**src/rtl/gwp_pkg.sv**
```systemverilog
// ----------------------------------------------------------------------------
// gwp_pkg
// Shared widths and limits of the greedy weight partitioner.
// ----------------------------------------------------------------------------
`default_nettype none

package gwp_pkg;

  localparam int MAX_PARTS = 32;
  localparam int MAX_SETS  = 32;
  localparam int IDX_W     = $clog2(MAX_PARTS);
  localparam int CNT_W     = IDX_W + 1;
  localparam int WEIGHT_W  = 24;
  localparam int TOTAL_W   = 29;
  localparam int NSET_W    = 6;
  localparam int RANK_W    = 5;

endpackage

`default_nettype wire

```
**src/rtl/gwp_in_if.sv**
```systemverilog
// ----------------------------------------------------------------------------
// gwp_in_if
// Input item channel: one partition weight and the end-of-load flag.
// ----------------------------------------------------------------------------
`default_nettype none

interface gwp_in_if;
  import gwp_pkg::*;

  logic                valid;
  logic                ready;
  logic [WEIGHT_W-1:0] weight;
  logic                last;

  modport source (output valid, output weight, output last, input ready);
  modport sink   (input valid, input weight, input last, output ready);

endinterface

`default_nettype wire

```
**src/rtl/gwp_out_if.sv**
```systemverilog
// ----------------------------------------------------------------------------
// gwp_out_if
// Result item channel: one set member record.
// ----------------------------------------------------------------------------
`default_nettype none

interface gwp_out_if;
  import gwp_pkg::*;

  logic               valid;
  logic               ready;
  logic [RANK_W-1:0]  set_rank;
  logic [IDX_W-1:0]   part_index;
  logic [TOTAL_W-1:0] set_total;
  logic               empty_set;
  logic               last_in_set;
  logic               last_of_all;
  logic               too_many;

  modport source (output valid, output set_rank, output part_index, output set_total,
                  output empty_set, output last_in_set, output last_of_all,
                  output too_many, input ready);
  modport sink   (input valid, input set_rank, input part_index, input set_total,
                  input empty_set, input last_in_set, input last_of_all,
                  input too_many, output ready);

endinterface

`default_nettype wire

```
**src/rtl/greedy_weight_partitioner.sv**
```systemverilog
// ----------------------------------------------------------------------------
// greedy_weight_partitioner
// Loads partition weights, assigns them to sets heaviest-first to the lightest
// set, then emits the sets by descending total, one member record per item.
//
//   channel   dir   handshake        contents
//   in_ch     in    valid/ready      weight, last
//   out_ch    out   valid/ready      set_rank, part_index, set_total, flags
//   cfg_*     in    write enable     num_sets
//
// Loading takes one item per cycle; last starts the solve: the set totals are
// cleared, then per partition a weight scan and a set scan (each reads one entry,
// taking partitions in index order, in the one-to-one or single-set case) plus
// one update, then per set a max scan, a member scan and a close. Output stalls
// freeze the member scan and the close. Input is accepted only while loading;
// reset returns to loading.
// ----------------------------------------------------------------------------
`default_nettype none

module greedy_weight_partitioner (
  input  wire                  clk,
  input  wire                  rst_n,
  gwp_in_if.sink               in_ch,
  gwp_out_if.source            out_ch,
  input  wire                  cfg_we,
  input  wire [gwp_pkg::NSET_W-1:0] cfg_wdata
);
  import gwp_pkg::*;

  typedef enum logic [2:0] {
    S_LOAD, S_CLR, S_PICK, S_MIN, S_UPD, S_ERK, S_EMB, S_EFIN
  } state_t;

  state_t state_r;

  logic [WEIGHT_W-1:0]      wmem [MAX_PARTS];
  logic [TOTAL_W-1:0]       tmem [MAX_SETS];
  logic [2*IDX_W-1:0]       omem [MAX_PARTS];
  logic [WEIGHT_W-1:0]      wdata;
  logic [TOTAL_W-1:0]       tdata;
  logic [2*IDX_W-1:0]       odata;

  logic [NSET_W-1:0]        cfg_r, ns_r;
  logic [CNT_W-1:0]         cnt_r, n_r, k_r, k_inc;
  logic                     ovf_r;
  logic [IDX_W-1:0]         a_r, hi_r, ri_r;
  logic                     idone_r, rv_r, have_r;
  logic [MAX_PARTS-1:0]     picked_r;
  logic [MAX_SETS-1:0]      used_r;
  logic [IDX_W-1:0]         best_p_r, best_s_r, pend_p_r;
  logic [WEIGHT_W-1:0]      best_w_r;
  logic [TOTAL_W-1:0]       best_t_r;
  logic                     pend_r;
  logic [NSET_W-1:0]        rank_r;

  logic                     out_valid_r;
  logic [RANK_W-1:0]        o_rank_r;
  logic [IDX_W-1:0]         o_part_r;
  logic [TOTAL_W-1:0]       o_total_r;
  logic                     o_empty_r, o_lis_r, o_loa_r, o_tm_r;

  logic                     in_acc, out_free, adv, scan, iss, last_data, ident, out_load;
  logic [CNT_W-1:0]         cnt_nxt;
  logic [NSET_W-1:0]        ns_eff;
  logic [IDX_W-1:0]         ns_m1, n_m1, min_tgt;

  always_comb begin
    in_acc    = in_ch.valid && (state_r == S_LOAD);
    out_free  = !out_valid_r || out_ch.ready;
    adv       = (state_r != S_EMB) || out_free;
    scan      = (state_r == S_PICK) || (state_r == S_MIN) ||
                (state_r == S_ERK) || (state_r == S_EMB);
    iss       = scan && !idone_r && adv;
    last_data = rv_r && (ri_r == hi_r);
    out_load  = ((state_r == S_EMB) && adv && rv_r && pend_r &&
                 (odata[IDX_W-1:0] == best_s_r)) ||
                ((state_r == S_EFIN) && out_free);
    cnt_nxt   = (cnt_r < CNT_W'(MAX_PARTS)) ? cnt_r + 1'b1 : cnt_r;
    if (cfg_r == '0) begin
      ns_eff = NSET_W'(1);
    end else if (cfg_r > NSET_W'(MAX_SETS)) begin
      ns_eff = NSET_W'(MAX_SETS);
    end else begin
      ns_eff = cfg_r;
    end
    ident   = (n_r == CNT_W'(ns_r)) || (ns_r == NSET_W'(1));
    ns_m1   = IDX_W'(ns_r - 1'b1);
    n_m1    = IDX_W'(n_r - 1'b1);
    k_inc   = k_r + 1'b1;
    min_tgt = (ns_r == NSET_W'(1)) ? '0 : k_r[IDX_W-1:0];
  end

  assign in_ch.ready        = (state_r == S_LOAD);
  assign out_ch.valid       = out_valid_r;
  assign out_ch.set_rank    = o_rank_r;
  assign out_ch.part_index  = o_part_r;
  assign out_ch.set_total   = o_total_r;
  assign out_ch.empty_set   = o_empty_r;
  assign out_ch.last_in_set = o_lis_r;
  assign out_ch.last_of_all = o_loa_r;
  assign out_ch.too_many    = o_tm_r;

  // weight store
  always_ff @(posedge clk) begin
    if (in_acc && (cnt_r < CNT_W'(MAX_PARTS))) begin
      wmem[cnt_r[IDX_W-1:0]] <= in_ch.weight;
    end
    if (iss && (state_r == S_PICK)) begin
      wdata <= wmem[a_r];
    end
  end

  // set totals
  always_ff @(posedge clk) begin
    if (state_r == S_CLR) begin
      tmem[a_r] <= '0;
    end else if (state_r == S_UPD) begin
      tmem[best_s_r] <= best_t_r + TOTAL_W'(best_w_r);
    end
    if (iss && ((state_r == S_MIN) || (state_r == S_ERK))) begin
      tdata <= tmem[a_r];
    end
  end

  // assignment order: {partition, set}
  always_ff @(posedge clk) begin
    if (state_r == S_UPD) begin
      omem[k_r[IDX_W-1:0]] <= {best_p_r, best_s_r};
    end
    if (iss && (state_r == S_EMB)) begin
      odata <= omem[a_r];
    end
  end

  always_ff @(posedge clk) begin
    if (!rst_n) begin
      state_r     <= S_LOAD;
      cfg_r       <= NSET_W'(1);
      cnt_r       <= '0;
      ovf_r       <= 1'b0;
      out_valid_r <= 1'b0;
      idone_r     <= 1'b0;
      rv_r        <= 1'b0;
      have_r      <= 1'b0;
      pend_r      <= 1'b0;
    end else begin
      if (cfg_we) begin
        cfg_r <= cfg_wdata;
      end
      if (out_load) begin
        out_valid_r <= 1'b1;
      end else if (out_ch.ready) begin
        out_valid_r <= 1'b0;
      end
      if (scan) begin
        if (iss) begin
          a_r <= a_r + 1'b1;
          if (a_r == hi_r) begin
            idone_r <= 1'b1;
          end
        end
        if (adv) begin
          rv_r <= iss;
          ri_r <= a_r;
        end
      end
      case (state_r)
        S_LOAD: begin
          if (in_acc) begin
            cnt_r <= cnt_nxt;
            if (cnt_r == CNT_W'(MAX_PARTS)) begin
              ovf_r <= 1'b1;
            end
            if (in_ch.last) begin
              ns_r    <= ns_eff;
              n_r     <= cnt_nxt;
              a_r     <= '0;
              state_r <= S_CLR;
            end
          end
        end
        S_CLR: begin
          a_r <= a_r + 1'b1;
          if (a_r == ns_m1) begin
            k_r      <= '0;
            picked_r <= '0;
            a_r      <= '0;
            hi_r     <= ident ? '0 : n_m1;
            idone_r  <= 1'b0;
            rv_r     <= 1'b0;
            have_r   <= 1'b0;
            state_r  <= S_PICK;
          end
        end
        S_PICK: begin
          if (rv_r && !picked_r[ri_r] && (!have_r || (wdata > best_w_r))) begin
            have_r   <= 1'b1;
            best_p_r <= ri_r;
            best_w_r <= wdata;
          end
          if (last_data) begin
            a_r     <= ident ? min_tgt : '0;
            hi_r    <= ident ? min_tgt : ns_m1;
            idone_r <= 1'b0;
            have_r  <= 1'b0;
            state_r <= S_MIN;
          end
        end
        S_MIN: begin
          if (rv_r && (!have_r || (tdata < best_t_r))) begin
            have_r   <= 1'b1;
            best_s_r <= ri_r;
            best_t_r <= tdata;
          end
          if (last_data) begin
            state_r <= S_UPD;
          end
        end
        S_UPD: begin
          k_r                <= k_inc;
          picked_r[best_p_r] <= 1'b1;
          idone_r            <= 1'b0;
          rv_r               <= 1'b0;
          have_r             <= 1'b0;
          if (k_inc == n_r) begin
            rank_r  <= '0;
            used_r  <= '0;
            a_r     <= '0;
            hi_r    <= ns_m1;
            state_r <= S_ERK;
          end else begin
            a_r     <= ident ? k_inc[IDX_W-1:0] : '0;
            hi_r    <= ident ? k_inc[IDX_W-1:0] : n_m1;
            state_r <= S_PICK;
          end
        end
        S_ERK: begin
          if (rv_r && !used_r[ri_r] && (!have_r || (tdata > best_t_r))) begin
            have_r   <= 1'b1;
            best_s_r <= ri_r;
            best_t_r <= tdata;
          end
          if (last_data) begin
            a_r     <= '0;
            hi_r    <= n_m1;
            idone_r <= 1'b0;
            pend_r  <= 1'b0;
            state_r <= S_EMB;
          end
        end
        S_EMB: begin
          if (adv && rv_r) begin
            if (odata[IDX_W-1:0] == best_s_r) begin
              if (pend_r) begin
                o_rank_r    <= rank_r[RANK_W-1:0];
                o_part_r    <= pend_p_r;
                o_total_r   <= best_t_r;
                o_empty_r   <= 1'b0;
                o_lis_r     <= 1'b0;
                o_loa_r     <= 1'b0;
                o_tm_r      <= ovf_r;
              end
              pend_r   <= 1'b1;
              pend_p_r <= odata[2*IDX_W-1:IDX_W];
            end
            if (last_data) begin
              state_r <= S_EFIN;
            end
          end
        end
        S_EFIN: begin
          if (out_free) begin
            o_rank_r         <= rank_r[RANK_W-1:0];
            o_part_r         <= pend_r ? pend_p_r : '0;
            o_total_r        <= best_t_r;
            o_empty_r        <= !pend_r;
            o_lis_r          <= 1'b1;
            o_loa_r          <= (rank_r == ns_r - 1'b1);
            o_tm_r           <= ovf_r;
            used_r[best_s_r] <= 1'b1;
            rank_r           <= rank_r + 1'b1;
            a_r              <= '0;
            hi_r             <= ns_m1;
            idone_r          <= 1'b0;
            rv_r             <= 1'b0;
            have_r           <= 1'b0;
            if (rank_r == ns_r - 1'b1) begin
              cnt_r   <= '0;
              ovf_r   <= 1'b0;
              state_r <= S_LOAD;
            end else begin
              state_r <= S_ERK;
            end
          end
        end
        default: begin
          state_r <= S_LOAD;
        end
      endcase
    end
  end

endmodule

`default_nettype wire
```
**src/flat_wrapper.sv**
```systemverilog
// flat-port wrapper written by rule: the top's interface ports become plain ports
module greedy_weight_partitioner_flat import gwp_pkg::*;
  (clk, rst_n, cfg_we, cfg_wdata, in_ch_valid, in_ch_weight, in_ch_last, in_ch_ready, out_ch_valid, out_ch_set_rank, out_ch_part_index, out_ch_set_total, out_ch_empty_set, out_ch_last_in_set, out_ch_last_of_all, out_ch_too_many, out_ch_ready);
  gwp_in_if in_ch_i ();
  gwp_out_if out_ch_i ();
  input  wire clk;
  input  wire rst_n;
  input  wire cfg_we;
  input  wire [gwp_pkg::NSET_W-1:0] cfg_wdata;
  input wire logic [$bits(in_ch_i.valid)-1:0] in_ch_valid;
  input wire logic [$bits(in_ch_i.weight)-1:0] in_ch_weight;
  input wire logic [$bits(in_ch_i.last)-1:0] in_ch_last;
  output wire logic [$bits(in_ch_i.ready)-1:0] in_ch_ready;
  output wire logic [$bits(out_ch_i.valid)-1:0] out_ch_valid;
  output wire logic [$bits(out_ch_i.set_rank)-1:0] out_ch_set_rank;
  output wire logic [$bits(out_ch_i.part_index)-1:0] out_ch_part_index;
  output wire logic [$bits(out_ch_i.set_total)-1:0] out_ch_set_total;
  output wire logic [$bits(out_ch_i.empty_set)-1:0] out_ch_empty_set;
  output wire logic [$bits(out_ch_i.last_in_set)-1:0] out_ch_last_in_set;
  output wire logic [$bits(out_ch_i.last_of_all)-1:0] out_ch_last_of_all;
  output wire logic [$bits(out_ch_i.too_many)-1:0] out_ch_too_many;
  input wire logic [$bits(out_ch_i.ready)-1:0] out_ch_ready;
  assign in_ch_i.valid = in_ch_valid;
  assign in_ch_i.weight = in_ch_weight;
  assign in_ch_i.last = in_ch_last;
  assign in_ch_ready = in_ch_i.ready;
  assign out_ch_valid = out_ch_i.valid;
  assign out_ch_set_rank = out_ch_i.set_rank;
  assign out_ch_part_index = out_ch_i.part_index;
  assign out_ch_set_total = out_ch_i.set_total;
  assign out_ch_empty_set = out_ch_i.empty_set;
  assign out_ch_last_in_set = out_ch_i.last_in_set;
  assign out_ch_last_of_all = out_ch_i.last_of_all;
  assign out_ch_too_many = out_ch_i.too_many;
  assign out_ch_i.ready = out_ch_ready;
  greedy_weight_partitioner u_core (.clk(clk), .rst_n(rst_n), .in_ch(in_ch_i), .out_ch(out_ch_i), .cfg_we(cfg_we), .cfg_wdata(cfg_wdata));
endmodule
```
**config.mk**
```make
export PLATFORM = sky130hd
export DESIGN_NAME = greedy_weight_partitioner_flat
export DESIGN_NICKNAME = d
export VERILOG_FILES = /design/src/rtl/gwp_pkg.sv /design/src/rtl/gwp_in_if.sv /design/src/rtl/gwp_out_if.sv /design/src/rtl/greedy_weight_partitioner.sv /design/src/flat_wrapper.sv
export SDC_FILE = /design/constraint.sdc
export NUM_CORES = 2
export LEC_CHECK = 0
export BUFFER_PORTS_ARGS = -buffer_cell sky130_fd_sc_hd__buf_2
export CELL_PAD_IN_SITES_DETAIL_PLACEMENT = 0
export CELL_PAD_IN_SITES_GLOBAL_PLACEMENT = 1
export CORE_ASPECT_RATIO = 1.4
export CORE_UTILIZATION = 45
export DETAILED_ROUTE_END_ITERATION = 10
export GPL_TIMING_DRIVEN = 0
export HOLD_SLACK_MARGIN = 0.12
export PLACE_DENSITY = 0.64
export SLEW_MARGIN = 0
export SYNTH_ARGS = -nofsm -noshare
export SYNTH_HDL_FRONTEND = slang
export SYNTH_SLANG_ARGS = --single-unit
```
**constraint.sdc**
```tcl
create_clock -name clk -period 7.7 [get_ports clk]
set_clock_uncertainty 0.2 [all_clocks]
set_input_delay 0.385 -clock clk [delete_from_list [all_inputs] [get_ports clk]]
set_output_delay 0.385 -clock clk [all_outputs]
set_load 0.01 [all_outputs]
```
### Word-level counts from Yosys, hierarchy flattened

Memories as Yosys holds them, arrays and structs flattened. A register that Yosys moved wholly into a read port is not among the register bits.
Cells that the tools add are included.

| word-level totals | value |
|---|---|
| register bits after elaboration | 235 |
| memory bits (writable) | 2016 |
| input bits | 36 |
| memories kept | 3 |

Memory list:

| memory | depth | width | read ports | clocked after Yosys merged registers in | write ports | line | text |
|---|---|---|---|---|---|---|---|
| u_core.tmem | 32 | 29 | 1 | 1 | 1 | greedy_weight_partitioner.sv:37 | `logic [TOTAL_W-1:0] tmem [MAX_SETS];` |
| u_core.wmem | 32 | 24 | 1 | 1 | 1 | greedy_weight_partitioner.sv:36 | `logic [WEIGHT_W-1:0] wmem [MAX_PARTS];` |
| u_core.omem | 32 | 10 | 1 | 1 | 1 | greedy_weight_partitioner.sv:38 | `logic [2*IDX_W-1:0] omem [MAX_PARTS];` |

| cells by class | value |
|---|---|
| $add $sub $neg | 7 |
| magnitude comparators | 10 |
| equality and inequality tests | 34 |
| muxes and demuxes | 135 |
| bitwise logic cells | 2 |
| reductions and logical operators | 66 |

Operator list:

| kind | count |
|---|---|
| $mux 29 | 7 |
| $mux 5 | 32 |
| $pmux 32 s2 | 2 |
| $pmux 29 s2 | 2 |
| $mux 32 | 3 |
| $or 32x32->32 | 2 |
| $mux 1 | 48 |
| $mux 6 | 8 |
| $pmux 6 s2 | 3 |
| $mux 3 | 11 |
| $pmux 5 s2 | 3 |
| $pmux 5 s6 | 1 |
| $add 29x24->29 | 1 |
| $gt 29x29->1 | 1 |
| $lt 29x29->1 | 1 |
| $reduce_or 29->1 | 1 |
| $pmux 5 s5 | 1 |
| $gt 24x24->1 | 1 |
| $pmux 3 s8 | 1 |
| $reduce_and 4->1 | 6 |
| $logic_and 1x1->1 | 21 |
| $eq 5x5->1 | 4 |
| $add 6x1->6 const B | 3 |
| $eq 6x6->1 | 3 |
| other kinds (34) | 88 |

### Longest topological paths before layout

| depth | value |
|---|---|
| depth in word-level cells | 11 |
| depth in mapped cells | 11 |
| gate-level depth less buffers | 10 |

### Least setup slack after synthesis

OpenSTA, ideal clock, no wires.

| path | value |
|---|---|
| kind | register to register |
| from | reg u_core.best_s_r[4] |
| to | reg u_core.o_empty_r (netlist: u_core.out_ch.empty_set) (enable) |
| arrival | 5621 ps |
| path slack | 1329 ps |
| cell stages (with the launch flop) | 7 |
| path buffers | 1 |
| cells stage by stage | edfxtp_1 > clkbuf_1 > xnor2_1 > nand3_1 > nor3_1 > a21oi_1 > nor4_1 |

| on the way | value |
|---|---|
| cells in the longest elaborated chain, start to end | 3 |

RTL lines:

| item | line | text |
|---|---|---|
| from (decl) | greedy_weight_partitioner.sv:50 | `logic [IDX_W-1:0] best_p_r, best_s_r, pend_p_r;` |
| from (signal assigned) | greedy_weight_partitioner.sv:212 | `best_s_r <= ri_r;` |
| from (signal assigned) | greedy_weight_partitioner.sv:240 | `best_s_r <= ri_r;` |
| $eq 5x5->1 | greedy_weight_partitioner.sv:253 | `if (odata[IDX_W-1:0] == best_s_r) begin` |
| $ne 2x2->1 (no line) | - |  |
| $reduce_and 6->1 (no line) | - |  |
| to (signal assigned) | greedy_weight_partitioner.sv:276 | `o_empty_r <= !pend_r;` |
| to (decl) | greedy_weight_partitioner.sv:60 | `logic o_empty_r, o_lis_r, o_loa_r, o_tm_r;` |

No other way between the ends.
A chain may end at the register's enable or synchronous reset.

### Worst setup path after layout

| path | value |
|---|---|
| from | reg u_core.ri_r[0] |
| to | reg u_core.best_w_r[12] (enable) |

| on the way | value |
|---|---|
| cells in the longest elaborated chain, start to end | 6 |

RTL lines:

| item | line | text |
|---|---|---|
| from (decl) | greedy_weight_partitioner.sv:46 | `logic [IDX_W-1:0] a_r, hi_r, ri_r;` |
| from (signal assigned) | greedy_weight_partitioner.sv:164 | `ri_r <= a_r;` |
| $bmux 1 s5 | greedy_weight_partitioner.sv:196 | `if (rv_r && !picked_r[ri_r] && (!have_r \|\| (wdata > best_w_r))) begin` |
| $mux 1 (implied by the code) | greedy_weight_partitioner.sv:196 |  |
| $logic_not 1->1 | greedy_weight_partitioner.sv:196 |  |
| $logic_and 1x1->1 (2 in series) | greedy_weight_partitioner.sv:196 |  |
| $reduce_and 3->1 (no line) | - |  |
| to (signal assigned) | greedy_weight_partitioner.sv:199 | `best_w_r <= wdata;` |
| to (decl) | greedy_weight_partitioner.sv:51 | `logic [WEIGHT_W-1:0] best_w_r;` |

No other way between the ends. The select of a mux whose other input is x is not followed.

==> results.sh <==
export IMPL_rsz0062_at_grt="false"
export IMPL_worst_ep_required_time_ns=8.06
export IMPL_critPathLaunchType="flop"
export IMPL_final_setup_tns_ns=0
export IMPL_synthCells=4267
export IMPL_maxSlewHeadroom=0.00880
export IMPL_layout_common_cells="edfxtp_1, mux4_2, clkbuf_16, clkbuf_1, nor2_1"
export IMPL_reg2reg_slack_ns=2.47
export IMPL_cts_setup_buffers=0
export IMPL_worst_r2r_path_depth=12
export IMPL_nFillCells=15800
export IMPL_clk_latency_ns=0.87
export IMPL_setup_worst_path_start="u_core.ri_r[0]"
export IMPL_finalHoldViolCount=0
export IMPL_leakage_nw=34.7
export IMPL_r2r_start="u_core.ri_r[0]"
export IMPL_yosysTopAreaCell="edfxtp_1"
export IMPL_synth_area_leaders="edfxtp_1, mux4_2, ha_1, nor2_1, mux2_2"
export IMPL_grt_ovfl_total=0
export IMPL_std_cell_rows=195
export IMPL_viasPerCell=5.98
export IMPL_synthFlopType="edfxtp_1"
export IMPL_path_clk_slew_ns=0.07
export IMPL_layout_drive_gt1_share=0.270
export IMPL_dr_pass1_iters=10
export IMPL_end_kind="flop"
export IMPL_cts_max_level=4
export IMPL_port_buffers=79
export IMPL_synth_edf_count=2293
export IMPL_wire_per_inst_um=32.4
export IMPL_hpwl_um=167000
export IMPL_gp_congestion=0.864
export IMPL_async_reset_ff_frac=0
export IMPL_cts_made_buffers=218
export IMPL_setup_violations_final=0
export IMPL_core_area_um2=202000
export IMPL_antenna_left=0
export IMPL_fin_ws_ns=2.47
export IMPL_dp_slack_ns=2.34
export IMPL_grt_total_usage=0.240
export IMPL_worst_pin_slew_ns=1.49
export IMPL_maxCapViolations=0
export IMPL_clock_fmax_ghz=0.191
export IMPL_holdBufCountCts=47
export IMPL_cp_data_arrival_time_ns=5.59
export IMPL_drt_iter0_drc=4122
export IMPL_post_cts_resized=0
export IMPL_design_area_um2=105000
export IMPL_cts_max_path_buffers=4
export IMPL_synth_nets=4394
export IMPL_status="finished, violations left"
export IMPL_cp_max_fo=11
export IMPL_area_delta_synth_final_pct=15.0
export IMPL_fin_hold_ws_ns=0.221
export IMPL_wl_um=245000
export IMPL_fp_dieArea_um2=206000
export IMPL_layout_nets=4860
export IMPL_placed_cell_area_um2=98300
export IMPL_syn_cell_area_um2=91700
export IMPL_drc=24
export IMPL_grt_pass1_wl_um=346000
export IMPL_avgSynthCellArea_um2=21.5
export IMPL_clock_sinks=2314
export IMPL_num_vias=45200
export IMPL_initial_core_util=0.454
export IMPL_cts_tree="done"
export IMPL_yosysWarnings=0
export IMPL_finalCriticalPeriod_ns=5.23
export IMPL_ys_ff_latch=2314
export IMPL_violations="DRC"
export IMPL_hp_class="flop to flop"
export IMPL_critPathKind="flop to flop"
export IMPL_grt_pass1_vias=46000
export IMPL_die_w_um=383
export IMPL_p_per_area_nw_per_um2=317
export IMPL_hold_depth=0
export IMPL_endpoint="u_core.best_w_r[12]"
export IMPL_synth_top_area_share=0.751
export IMPL_grt_max_degree=41
export IMPL_pin_count=81
export IMPL_worst_ir_drop_vdd_v=0.000190
export IMPL_yosysUniqueCellTypes=69
export IMPL_fp_dieH_um=536
export IMPL_antenna_found_initial=13
export IMPL_slew_viol_final=0
export IMPL_mostFrequentLayoutCell="edfxtp_1"
export IMPL_period_share=0.679
export IMPL_regToRegEndpoint="u_core.best_w_r[12]"
export IMPL_cts_root_buffer="clkbuf_16"
export IMPL_yosysSeqAreaShare=0.756
[sequential cells by signal, summed over array words and instances, names as in the netlist, 6 cells and up]
register and flops:
u_core.rank_r 6, u_core.odata 10, u_core.tmem 928, u_core.omem 320
u_core.used_r 32, u_core.cnt_r 6, u_core.picked_r 32, u_core.ns_r 6
u_core.tdata 29, u_core.k_r 6, u_core.wmem 768, u_core.n_r 6
u_core.best_t_r 29, u_core.wdata 24, u_core.best_w_r 24, u_core.cfg_r 6
u_core.out_ch.set_total 29
[area by class of cell]
| class | count | area [µm²] | share of cell area |
|---|---|---|---|
| antenna | 5 | 12.5 | 0.000119 |
| timing repair buffer | 246 | 3180 | 0.0302 |
| clock inverter | 115 | 896 | 0.00850 |
| tap | 2659 | 3330 | 0.0316 |
| clock buffer | 266 | 5660 | 0.0537 |
| inverter | 73 | 274 | 0.00260 |
| multi-input combinational | 1675 | 22000 | 0.208 |
| sequential | 2314 | 69300 | 0.657 |
| buffer | 205 | 803 | 0.00762 |
[cell families (layout without fill, tap and decap cells)]
family,count (synthesis),count (layout),synth area share
buffers and inverters,278,905,0.0116
AOI/OAI and AO/OA,260,260,0.0179
xor gates and xnor gates,75,75,0.00762
DFF,2314,2314,0.756
adders and majority gates,91,91,0.0125
other,0,5,0
muxes,727,727,0.168
and+or+nand+nor,522,522,0.0263
[routing by layer]
metal	up-vias	global-route usage	routed length, µm
met5	-	0	10
met4	2	0.0653	6660
met3	313	0.0315	13200
met2	1511	0.415	127000
met1	24600	0.320	98500
li1	18700	-	-
[Yosys cell counts, types with 4 or more instances]
master	count
clkbuf_1	138
mux2_2	65
nand2_1	85
inv_1	70
and2_1	12
buf_1	53
edfxtp_1	2293
a211o_1	5
mux4_2	646
or2_2	5
o31ai_1	4
nand2b_1	10
a21oi_1	114
mux2i_1	16
nand4_1	19
ha_1	90
a311oi_1	4
a221oi_1	6
buf_2	14
nor2_1	253
or3_1	5
xnor2_1	42
a21o_1	26
xor2_1	30
dfxtp_1	21
nand3b_1	10
a211oi_1	13
o21ai_0	37
and3_1	13
or3b_2	4
nor3_1	25
nand3_1	31
a31oi_1	4
nor3b_1	9
nor2b_1	22
and3b_1	4
o21a_1	7
nor4_1	7
[worst max-delay path: stages (launching register included)]
cell,delay (ns)
edfxtp_1,0.39
buf_2,0.26
buf_2,0.41
mux4_2,0.57
mux2_2,0.28
nand3_1,0.08
o31ai_1,0.07
nor4b_1,1.02
o21ai_0,0.37
nor3_2,0.66
buf_6,0.24
buf_6,0.17
buf_6,0.18
[power breakdown]
group / switching [W] / internal, W
registers: 0.000124 / 0.0143
logic: 0.00508 / 0.00372
clock network: 0.00460 / 0.00560
[worst min path at each step]
stage | slack (ns) | startpoint | endpoint
after floorplan | 0.20 | u_core.odata[5] | u_core.pend_p_r[0]
after global placement | 0.20 | u_core.odata[9] | u_core.pend_p_r[4]
after detailed placement | 0.21 | u_core.odata[7] | u_core.pend_p_r[2]
after CTS | 0.18 | in_ch_valid | u_core.cnt_r[3]
after global routing | 0.22 | in_ch_valid | u_core.cnt_r[3]
final | 0.22 | u_core.odata[9] | u_core.pend_p_r[4]
[per-stage QoR]
step,util,total power [W],std cells
after global routing,0.522,0.0345,7555
after floorplan,-,0.0200,4267
after global placement,0.472,0.0233,7005
after detailed placement,0.487,0.0236,7124
after CTS,0.522,0.0338,7552
final,0.522,0.0334,7558
No activity file was read; power rests on OpenSTA's default activity.
